$ cat src/rtl/svpwm_pkg.sv
package svpwm_pkg;

   localparam int FRAC_BITS_DEF = 14;

   // field and datapath widths
   localparam int REF_W  = 16;
   localparam int ANG_W  = 16;
   localparam int CMP_W  = 16;
   localparam int CFG_W  = 13;
   localparam int QUOT_W = 15;
   localparam int DUTY_W = 20;
   localparam int NUM_W  = 17;
   localparam int ADDR_W = 4;
   localparam int DATA_W = 32;

   localparam logic [CMP_W-1:0] PERIOD_RESET = 16'd1000;

   // sector bounds in angle ticks, 65536 per turn
   localparam logic [ANG_W-1:0] A_LO = 16'd16384;
   localparam logic [ANG_W-1:0] A_HI = 16'd49152;
   localparam logic [ANG_W-1:0] B_LO = 16'd5461;
   localparam logic [ANG_W-1:0] B_HI = 16'd38229;
   localparam logic [ANG_W-1:0] C_LO = 16'd27306;
   localparam logic [ANG_W-1:0] C_HI = 16'd60074;

   typedef enum logic [1:0] {
      REG_PERIOD    = 2'd0,
      REG_DEAD_COMP = 2'd1,
      REG_MIN_DUTY  = 2'd2
   } reg_index_type;

   // per-request data that rides alongside the divider
   typedef struct packed {
      logic [2:0][REF_W-1:0] refs;
      logic [REF_W-1:0]      span;
      logic                  over;
      logic [2:0]            add;
   } side_type;

   function automatic logic [REF_W-1:0] ref_mag(input logic [REF_W-1:0] r);
      return r[REF_W-1] ? REF_W'(-r) : r;
   endfunction

endpackage

$ cat src/rtl/svpwm_div.sv
module svpwm_div #(
   parameter int FRAC_BITS = svpwm_pkg::FRAC_BITS_DEF
) (
   input  logic                                 clock,
   input  logic                                 reset,
   input  logic                                 in_valid,
   output logic                                 in_ready,
   input  svpwm_pkg::side_type                  in_side,
   output logic                                 out_valid,
   input  logic                                 out_ready,
   output logic [2:0][svpwm_pkg::QUOT_W-1:0]    out_quot,
   output svpwm_pkg::side_type                  out_side
);

   localparam int QW = svpwm_pkg::QUOT_W;
   localparam int RW = svpwm_pkg::REF_W + QW;

   logic [QW-1:0]             valid_ff;
   logic [2:0][RW-1:0]        rem_ff    [QW];
   logic [2:0][QW-1:0]        quot_ff   [QW];
   svpwm_pkg::side_type       side_ff   [QW];

   logic [QW-1:0]             v_prev;
   logic [2:0][RW-1:0]        rem_prev  [QW];
   logic [2:0][QW-1:0]        quot_prev [QW];
   svpwm_pkg::side_type       side_prev [QW];

   logic [2:0][RW-1:0]        rem_in    [QW];
   logic [2:0][QW-1:0]        quot_in   [QW];
   logic [QW-1:0]             stage_rdy;

   // stage inputs: the first stage loads |ref| scaled by one
   always_comb begin
      v_prev[0]    = in_valid;
      side_prev[0] = in_side;
      quot_prev[0] = '0;
      for (int l = 0; l < 3; l++) begin
         rem_prev[0][l] = RW'(svpwm_pkg::ref_mag(in_side.refs[l])) << FRAC_BITS;
      end
      for (int j = 1; j < QW; j++) begin
         v_prev[j]    = valid_ff[j-1];
         side_prev[j] = side_ff[j-1];
         rem_prev[j]  = rem_ff[j-1];
         quot_prev[j] = quot_ff[j-1];
      end
   end

   // one restoring step per stage, most significant quotient bit first
   always_comb begin
      logic [RW-1:0] dsh;
      logic [QW-1:0] low_mask;
      for (int j = 0; j < QW; j++) begin
         dsh = RW'(side_prev[j].span) << (QW - 1 - j);
         for (int l = 0; l < 3; l++) begin
            if (rem_prev[j][l] >= dsh) begin
               rem_in[j][l]  = rem_prev[j][l] - dsh;
               quot_in[j][l] = quot_prev[j][l] | (QW'(1) << (QW - 1 - j));
            end else begin
               rem_in[j][l]  = rem_prev[j][l];
               quot_in[j][l] = quot_prev[j][l];
            end
         end
         // a stage may load when some stage at or after it is empty
         low_mask     = (QW'(1) << j) - QW'(1);
         stage_rdy[j] = out_ready || !(&(valid_ff | low_mask));
      end
   end

   always_ff @(posedge clock) begin
      if (reset) begin
         valid_ff <= '0;
      end else begin
         for (int j = 0; j < QW; j++) begin
            if (stage_rdy[j]) begin
               valid_ff[j] <= v_prev[j];
            end
         end
      end
   end

   always_ff @(posedge clock) begin
      for (int j = 0; j < QW; j++) begin
         if (stage_rdy[j] && v_prev[j]) begin
            rem_ff[j]  <= rem_in[j];
            quot_ff[j] <= quot_in[j];
            side_ff[j] <= side_prev[j];
         end
      end
   end

   assign in_ready  = stage_rdy[0];
   assign out_valid = valid_ff[QW-1];
   assign out_quot  = quot_ff[QW-1];
   assign out_side  = side_ff[QW-1];

endmodule
$ cat config.mk
export PLATFORM = sky130hd
export DESIGN_NAME = svpwm_div
export DESIGN_NICKNAME = d
export VERILOG_FILES = /design/src/rtl/svpwm_pkg.sv /design/src/rtl/svpwm_div.sv
export SDC_FILE = /design/constraint.sdc
export NUM_CORES = 2
export LEC_CHECK = 0
export BUFFER_PORTS_ARGS = -buffer_cell sky130_fd_sc_hd__buf_2
export CAP_MARGIN = 0
export CELL_PAD_IN_SITES_DETAIL_PLACEMENT = 1
export CELL_PAD_IN_SITES_GLOBAL_PLACEMENT = 1
export CORE_AREA = 2 2 477 479
export DETAILED_ROUTE_END_ITERATION = 16
export DIE_AREA = 0 0 479 481
export GPL_TIMING_DRIVEN = 0
export HOLD_SLACK_MARGIN = 0.15
export PLACE_DENSITY = 0.79
export SLEW_MARGIN = 20
export SYNTH_ARGS = -nofsm -noshare
export SYNTH_HDL_FRONTEND = slang
export SYNTH_SLANG_ARGS = --single-unit
export TNS_END_PERCENT = 20
$ cat constraint.sdc
create_clock -name clock -period 22 [get_ports clock]
set_clock_uncertainty 0.05 [all_clocks]
set_input_delay 1.1 -clock clock [delete_from_list [all_inputs] [get_ports clock]]
set_output_delay 1.1 -clock clock [all_outputs]
set_load 0.03 [all_outputs]
==> impl_metrics.tcl <==
set metrics [dict create \
    outcome "complete, no violations" \
    grt_pass1_wl_um 539000 \
    ys_types 89 \
    synth_edf_count 2367 \
    whs_ns 0.274 \
    yosys.cell_count.top_type "edfxtp_1" \
    cp-start-kind "flop" \
    cts_tree "yes" \
    grt_setup_unrepaired "false" \
    syn-num-nets 10400 \
    root_buffer "clkbuf_16" \
    vias 80900 \
    min_period_ns 5.78 \
    grt_overflow 0 \
    clkLatencyLatePin_ns 0.96 \
    dieWidth_um 479 \
    cts_buffers 275 \
    min_from "in_side[3]" \
    pin_count 187 \
    row_count 175 \
    drtIter0Drc 5991 \
    fin_crit_sh_pct 26.3 \
    syn_avg_cell_area_um2 12.4 \
    area_growth_pct 13.6 \
    via_per_inst 6.05 \
    hold_path_class "in -> reg" \
    synth_flop_cell "edfxtp_1" \
    yosysTopAreaCellShare_pct 59.7 \
    hold_viol_final 0 \
    setup.worst_path.class "reg -> out" \
    clock-sinks 2382 \
    vdd_drop_max_uv 90.1 \
    reg2reg_from "side_ff[1][155]$_DFFE_PP_" \
    totalWireLength_um 363000 \
    drcViolationCount 0 \
    grt_pass1_vias 86100 \
    dieArea_mm2 0.230 \
    synth_async_sr_flop_share_pct 0 \
    worstPathRequired_ns 20.85 \
    crit_slowest_cell "nor3_2" \
    slew_violations 0 \
    firstDrtPassIters 5 \
    tightest_slew_ns 1.03 \
    start_util_pct 52.7 \
    grt_max_degree 32 \
    place_hpwl_um 266000 \
    slew_headroom_pct 30.2 \
    antenna_found_initial 18 \
    dpl_cell_area_mm2 0.127 \
    power.density_mw_per_mm2 76.8 \
    ctsHoldBuffers 0 \
    ys_ff_latch 2382 \
    place.gp.congestion 0.924 \
    cts_resized 0 \
    grt_usage_pct 31.1 \
    clk_pin_slew_worst_paths_ns 0.06 \
    syn_inst 9590 \
    arrival_ns 4.63 \
    port_buffers 186 \
    avgRoutedWirePerCell_um 27.1 \
    synth_top_area_cell "edfxtp_1" \
    die_h_um 481 \
    post_cts_buffers 0 \
    setup_viol 0 \
    power_leakage_uw 0.0491 \
    ant_nets 0 \
    core_mm2 0.226 \
    crit_fanout 5 \
    ys_warn_count 0 \
    yosysSeqAreaShare_pct 60.0 \
    critical_path.cell_chain "nor2b_1 > and3_1 > and3_1 > nand2_1 > nor3_2 > nand3_1 > inv_1 > nand3_1 > buf_2" \
    cp_top_family "simple AND/OR/NAND/NOR gates" \
    drive_gt1_share_pct 9.52 \
    crit_buf_inv 2 \
    cts.path.max_buffers 4 \
    drv_cap 0 \
    nets 11000 \
    fmax_mhz 173 \
    syn_area_mm2 0.119 \
    cp-startpoint "valid_ff[14]$_SDFFE_PP0N_" \
    cp_slowest_stage_delay_ns 0.69 \
    htree_num_levels 5 \
    ys_top_cells_by_count "2367 x edfxtp_1, 752 x nand2_1, 720 x ha_1" \
    end_kind "output port" \
    final_area_mm2 0.135 \
    fin_setup_tns_ns 0 \
    synth_area_leaders "edfxtp_1 60%, ha_1 7.6%, xnor2_1 3.3%" \
]
## kinds of logic after synthesis
logic type	Yosys count	share of synthesized area [%]
adders and majority gates	762	8.27
muxes	109	1.02
xor gates and xnor gates	816	6.00
AOI/OAI and AO/OA	2190	11.4
DFF	2382	60.0
and+or+nand+nor	2592	10.6
buffers and inverters	739	2.70
## stage by stage
step	total power (µW)	util [%]	setup WS [ns]	cells
final	10400	59.9	16.22	13400
after floorplan	5720	-	5.30	9590
after CTS	10400	59.9	15.78	13400
after global routing	10700	59.9	16.13	13400
after detailed placement	5990	56.1	16.31	12900
after global placement	5950	54.8	-2.39	12800
## power breakdown
group          switching (µW)  leakage [µW]  total, µW  internal, µW
combinational             491        0.0236        789           298
clock                    1860       0.00414       4460          2600
sequential               69.5        0.0214       5130          5060
total                    2420        0.0491      10400          7960
## final cells by class
type	count	area [µm²]
fill	22400	90500
sequential	2382	71400
multi-input combinational	6469	44600
clock buffer	324	7220
tap	3009	3760
timing repair buffer	298	3710
inverter	459	1720
buffer	280	1490
clock inverter	137	1290
antenna	14	35.0
## layer usage
layer  wire [µm]  GRT usage (%)  share of wire (%)
met5          32              0             0.0088
met1      139000           35.7                 38
met2      184000           56.0                 51
met3       17000           4.23                4.7
met4       22100           16.8                6.1
## sequential cells by signal, summed over array words and instances (netlist names)
| name | flops |
|---|---|
| valid_ff | 15 |
| quot_ff | 360 |
| side_ff | 1020 |
| rem_ff | 987 |
## cells in the final DEF, fill, tap and decap left out, types with 30 or more instances in the layout
master,n
nand2b_1,146
o41ai_1,31
and2_1,38
nor2b_1,120
buf_4,113
o31ai_1,84
clkinv_2,36
clkbuf_16,281
a31oi_1,59
ha_1,720
clkinv_1,53
nand2_1,752
nand4_1,97
a211oi_1,60
nor3_1,199
inv_1,458
o21ai_0,618
a21oi_1,622
nor2_1,645
or4_1,41
a21o_1,263
mux2_2,103
xor2_1,368
clkbuf_1,191
or3_1,80
buf_2,196
o21a_1,110
or2_2,35
o211ai_1,40
buf_12,30
buf_16,76
o21bai_1,50
nor4_1,109
xnor2_1,448
edfxtp_1,2367
fa_1,42
nand3_1,150
and3_1,55
## worst paths after layout
path,endpoint,slack [ns],cells after the start
setup / recovery,in_ready,16.22,9
hold / removal,side_ff[0][3]$_DFFE_PP_,0.27,1
setup reg to reg,rem_ff[1][352]$_DFFE_PP_,17.04,12
hold reg to reg,side_ff[0][393]$_DFFE_PP_,0.30,0
No activity file was read; power rests on OpenSTA's default activity.
